<file path="config.mk">
export PLATFORM = sky130hd
export DESIGN_NAME = pese_ctrl
export DESIGN_NICKNAME = d
export VERILOG_FILES = /design/src/design/prefix_expression_stack_evaluator_core_macros.svh /design/src/design/pese_pkg.sv /design/src/design/pese_ctrl.sv
export SDC_FILE = /design/constraint.sdc
export NUM_CORES = 1
export LEC_CHECK = 0
export ABC_AREA = 1
export BUFFER_PORTS_ARGS = -buffer_cell sky130_fd_sc_hd__buf_2
export CAP_MARGIN = 10
export CORE_AREA = 2 2 39 41
export DETAILED_ROUTE_END_ITERATION = 10
export DIE_AREA = 0 0 41 43
export GPL_TIMING_DRIVEN = 0
export PLACE_DENSITY = 0.61
export SYNTH_ARGS = -nofsm -noshare
export SYNTH_HDL_FRONTEND = slang
export SYNTH_SLANG_ARGS = --single-unit
</file>
<file path="constraint.sdc">
create_clock -name clk_i -period 2.9 [get_ports clk_i]
set_input_delay 0.58 -clock clk_i [delete_from_list [all_inputs] [get_ports clk_i]]
set_output_delay 0.58 -clock clk_i [all_outputs]
set_load 0.05 [all_outputs]
</file>
<file path="src/design/prefix_expression_stack_evaluator_core_macros.svh">
// Assertion helpers used by the evaluator core.
`ifndef PREFIX_EXPRESSION_STACK_EVALUATOR_CORE_MACROS_SVH
`define PREFIX_EXPRESSION_STACK_EVALUATOR_CORE_MACROS_SVH

`define PESE_ASSERT_IMP(label, clk, rst_n, ante, cons, msg) \
  label: assert property (@(posedge clk) disable iff (!rst_n) (ante) |-> (cons)) \
    else $error(msg);

`define PESE_ASSERT_NXT(label, clk, rst_n, ante, cons, msg) \
  label: assert property (@(posedge clk) disable iff (!rst_n) (ante) |=> (cons)) \
    else $error(msg);

`endif

</file>
<file path="src/design/pese_pkg.sv">
`timescale 1ns / 1ps
package pese_pkg;

  localparam logic [7:0] SymEnd   = 8'h23;
  localparam logic [7:0] SymPow   = 8'h5e;
  localparam logic [7:0] SymDiv   = 8'h2f;
  localparam logic [7:0] SymMul   = 8'h2a;
  localparam logic [7:0] SymAdd   = 8'h2b;
  localparam logic [7:0] SymSub   = 8'h2d;
  localparam logic [7:0] SymZero  = 8'h30;
  localparam logic [7:0] SymNine  = 8'h39;
  localparam logic [7:0] SymLowA  = 8'h61;
  localparam logic [7:0] SymLowZ  = 8'h7a;

  localparam logic [2:0] StOk        = 3'd0;
  localparam logic [2:0] StInvalid   = 3'd1;
  localparam logic [2:0] StOverflow  = 3'd2;
  localparam logic [2:0] StUnderflow = 3'd3;
  localparam logic [2:0] StDivZero   = 3'd4;
  localparam logic [2:0] StSat       = 3'd5;

  localparam logic signed [31:0] QOne = 32'sh0001_0000;
  localparam logic signed [31:0] QMax = 32'sh7fff_ffff;
  localparam logic signed [31:0] QMin = -32'sh7fff_ffff - 32'sd1;

  typedef enum logic [2:0] {
    OP_ADD, OP_SUB, OP_MUL, OP_DIV, OP_POW
  } op_e;

  // controller -> datapath
  typedef struct packed {
    logic load_in;    // capture input request
    logic pop_x;      // issue read of top entry
    logic take_x;     // latch read data as x
    logic take_y;     // latch read data as y
    logic alu_start;  // start arithmetic
    logic push;       // write result
    logic clear;      // empty stack
    logic pop_res;    // pop final result
    logic load_out;   // register output
  } dp_cmd_t;

  // datapath -> controller
  typedef struct packed {
    logic is_push;
    logic is_op;
    logic is_end;
    logic alu_done;
  } dp_sts_t;

  function automatic logic signed [31:0] sat64(input logic signed [63:0] v,
                                               output logic sat);
    sat = 1'b0;
    if (v > 64'(QMax)) begin
      sat = 1'b1;
      return QMax;
    end else if (v < 64'(QMin)) begin
      sat = 1'b1;
      return QMin;
    end
    return v[31:0];
  endfunction

endpackage

</file>
<file path="src/design/pese_ctrl.sv">
`timescale 1ns / 1ps
module pese_ctrl (
  input  logic              clk_i,
  input  logic              rst_ni,
  input  logic              in_valid_i,
  output logic              in_ready_o,
  output logic              out_valid_o,
  input  logic              out_ready_i,
  output pese_pkg::dp_cmd_t cmd_o,
  input  pese_pkg::dp_sts_t sts_i
);
  import pese_pkg::*;

  localparam logic [3:0] SIdle  = 4'd0;
  localparam logic [3:0] SDec   = 4'd1;
  localparam logic [3:0] SPopX  = 4'd2;
  localparam logic [3:0] SWX    = 4'd3;
  localparam logic [3:0] SPopY  = 4'd4;
  localparam logic [3:0] SWY    = 4'd5;
  localparam logic [3:0] SAlu   = 4'd6;
  localparam logic [3:0] SWait  = 4'd7;
  localparam logic [3:0] SPush  = 4'd8;
  localparam logic [3:0] SOvf   = 4'd9;
  localparam logic [3:0] SOut   = 4'd10;
  localparam logic [3:0] SEndW  = 4'd11;
  localparam logic [3:0] SEndO  = 4'd12;

  logic [3:0] st_q, st_d;
  logic ov_q, ov_d;
  logic free;

  // output register may be reloaded once the held result leaves
  assign free = !ov_q || out_ready_i;
  assign in_ready_o = (st_q == SIdle);
  assign out_valid_o = ov_q;

  always_comb begin
    st_d = st_q;
    ov_d = ov_q;
    cmd_o = '0;
    if (ov_q && out_ready_i) ov_d = 1'b0;
    unique case (st_q)
      SIdle: if (in_valid_i) begin
        cmd_o.load_in = 1'b1;
        st_d = SDec;
      end
      SDec: begin
        if (sts_i.is_push) st_d = SPush;
        else if (sts_i.is_op || sts_i.is_end) begin
          cmd_o.pop_x = 1'b1;
          st_d = sts_i.is_end ? SEndW : SWX;
        end else if (free) begin
          cmd_o.clear = 1'b1;
          cmd_o.load_out = 1'b1;
          st_d = SOut;
        end
      end
      SWX: begin
        st_d = SPopX;
      end
      SPopX: begin
        cmd_o.take_x = 1'b1;
        cmd_o.pop_x = 1'b1;
        st_d = SWY;
      end
      SWY: st_d = SPopY;
      SPopY: begin
        cmd_o.take_y = 1'b1;
        st_d = SAlu;
      end
      SAlu: begin
        cmd_o.alu_start = 1'b1;
        st_d = SWait;
      end
      SWait: if (sts_i.alu_done) st_d = SPush;
      SPush: begin
        cmd_o.push = 1'b1;
        st_d = SOvf;
      end
      SOvf: if (free) begin
        cmd_o.load_out = 1'b1;
        st_d = SOut;
      end
      SEndW: st_d = SEndO;
      SEndO: if (free) begin
        cmd_o.load_out = 1'b1;
        cmd_o.clear = 1'b1;
        st_d = SOut;
      end
      SOut: begin
        ov_d = 1'b1;
        st_d = SIdle;
      end
      default: st_d = SIdle;
    endcase
  end

  always_ff @(posedge clk_i or negedge rst_ni) begin
    if (!rst_ni) begin
      st_q <= SIdle;
      ov_q <= 1'b0;
    end else begin
      st_q <= st_d;
      ov_q <= ov_d;
    end
  end
endmodule

</file>
==> impl_results.md <==
- Switch Pwr: 0.448 mW
- Fin crit share: 74.5%
- Crit path max-delay family: flip-flops
- Setup slack, reg-to-reg: 1.65 ns
- Die Span X: just over 40 um
- Final setup vio count: 0
- Synth warn: 0
- Switching share of power: between 60% and 70%
- Clk pwr share: about a tenth
- # DRC: 0
- Comb power frac: a little over two thirds
- Critical path startpoint: st_q[2]
- Crit path DAT: 1.58 ns
- Die Ht: approximately 43 um
- Crit end category: output port
- Initial Utilization: around a third
- WS Path Type: reg -> out
- Slowest-stage cell, CP: dfrtp_1
- Crit path buffers/inverters: 2
- Seq pwr share: roughly a fifth
- Synth Net Count: a little under 90
- CP startpoint kind: register
- Largest net degree at the start of global routing: 9
- Outcome: completed
- Pre-antenna DRT Iters: 4
- First-pass GRT wire length: between 1500 and 2000 um
- Number of vias per cell: 4.68
- Fin. max-slew vios: 0
- Final hold vios: 0
- Total Power: around 0.74 mW
- Final nets: between 100 and 150
- Clock tree buffer depth: 2
- Core Rows: 14
- Hpwl dp: between 900 and 1000 um
- Depth of the CTS H-tree: 1
- Worst VDD drop: slightly below 500 uV
- Skew-Pair Late Insertion Delay: 0.24 ns
- Antenna Nets Post-Route: 0
- Layout cell share with drive strength beyond 1: between 30% and 40%
- Worst path max stage delay: between 0.4 and 0.5 ns
- CP required: ~2.3 ns
- Yosys reg bits: 5
- CTS Sinks: 5
- Post-Syn Area: ~480 um2
- Pwr/cell area: 1230 nW/um2
- Resized cells post-CTS: 0
- Flip-flop and latch area: ~130 um2
- Internal power: 0.297 mW
- DIE AREA: 1760 um2
- Crit-path cells: nor2_1 -> nand2_2 -> inv_1 -> nand3_1 -> a31oi_1 -> buf_2
- RSZ-0062 raised after global routing: false
- Drt wl/cell: between 9 and 10 um
- Core area: 1380 um2
- R2R cell count: 5
- Sum Neg Setup Slack: 0 ns
- Post-CTS setup buffer count: 0
- Critical Path Stages: 6
- Leading cell type in the layout, fill and taps excluded: buf_2
- Io pins: 19
- Initial antenna violation count: 0
- Area of the multi-input gates: 292 um2
- Maxcap violations: 0
- Mapped Cells: 79
- Clk slew on worst S/H paths: roughly 0.040 ns
- Reg2reg end: st_q[2]
- Clock Skew: ~0.00033 ns
- Pleak: about 0.36 nW
- Post-Route WL: around 1100 um
- Crit Reg-Reg Startpoint: st_q[0]
- ANT cells: 0
- Post-DP Area: 582 um2
- CTS Buf Count: 3
- Critical Path Fanout Max: 6
- Gr ovfl total: 0
- Hold buffers post-CTS: 0
- DR iter-0 viols: 9
- Avg Inst Size Synth: 6.03 um2
- Port buffer count: 17
- Most frequent cells in the layout: buf_2 (17), nand2_1 (16), nor2_1 (14)
- CTS root buf: clkbuf_4
- Sequential fraction of the synthesis area: a little over a quarter
- Fmax: ~460 MHz
- Fin crit period: 2.16 ns
- CTS tree: built
- RD Place Congestion: 0.775
- Synth unique cells: 17
- Global Route Usage Sum: 14.7%
- Syn-to-layout area delta: 27.6%
- Fillers: 155
- Design area: 608 um2
- Number of global-route vias before repair: 425
- Min-Delay Path Class: in -> async
- Via count: between 500 and 600
worst reg2reg max path, cell delays in order (launching register included):
cell and delay, ns:
dfrtp_1 0.46, inv_2 0.11, nand2_1 0.16, nor2_1 0.10, nor3b_2 0.20, nand3_1 0.09
per-layer routing:
layer | track usage [%] | routed length [um]
met1 | 18.8 | 516
met2 | 22.8 | 552
met3 | 4.71 | 67
met4 | 4.00 | 0
met5 | 0 | 0
area by class of cell:
type / instances / area share, %
Tap cell: 16 / 3.29
Inverter: 12 / 7.41
Multi-Input combinational cell: 60 / 47.9
Clock buffer: 4 / 4.32
Timing Repair Buffer: 17 / 14.0
Sequential cell: 5 / 20.6
Buffer: 2 / 2.47
state kept, by name, summed over array words and instances, names as in the netlist:
| signal | flops |
|---|---|
| out_valid_o | 1 |
| st_q | 4 |
synthesized netlist by cell type, drive strengths merged:
master,number,area share [%]
inv,12,9.5
a21oi,3,3.1
nor3b,1,2.6
nand3,8,8.4
buf,2,3.1
nand2,19,17
o22ai,2,2.6
a31oi,1,1.3
dfrtp,5,26
nor2,19,19
o21ai,6,7.1
conb,1,0.79
logic make-up (layout without fill, tap and decap cells):
logic type	after synthesis	after routing	share of synthesized area (%)
flops	5	5	26.2
simple gates	47	47	46.2
other cells	1	1	0.787
buf+inv	14	35	12.6
compound gates	12	12	14.2
power groups by stage:
stage	Sequential, mW	Combinational [mW]	Clock [mW]
after floorplan	0.145	0.417	0
after global placement	0.139	0.528	0
after detailed placement	0.140	0.529	0
after CTS	0.139	0.531	0.0815
after global routing	0.144	0.573	0.0891
final	0.140	0.527	0.0775
metrics by stage:
stage	hold WS, ns	setup WS, ns	std cells	utilization, %
floorplan	0.284	0.676	79	-
detailed placement	0.397	0.980	112	42.0
global route	0.137	0.572	116	43.9
global placement	0.396	0.983	112	42.0
CTS	0.140	0.717	116	43.9
finish	0.147	0.739	116	43.9
how the worst max path moves through the flow:
stage / end / slack [ns]
4_1_cts: cmd_o[0] / 0.72
3_5_place_dp: cmd_o[0] / 0.98
5_1_grt: cmd_o[0] / 0.57
2_1_floorplan: cmd_o[0] / 0.68
3_3_place_gp: cmd_o[0] / 0.98
6_report: cmd_o[0] / 0.74
Power figures use the tool's default switching activity.
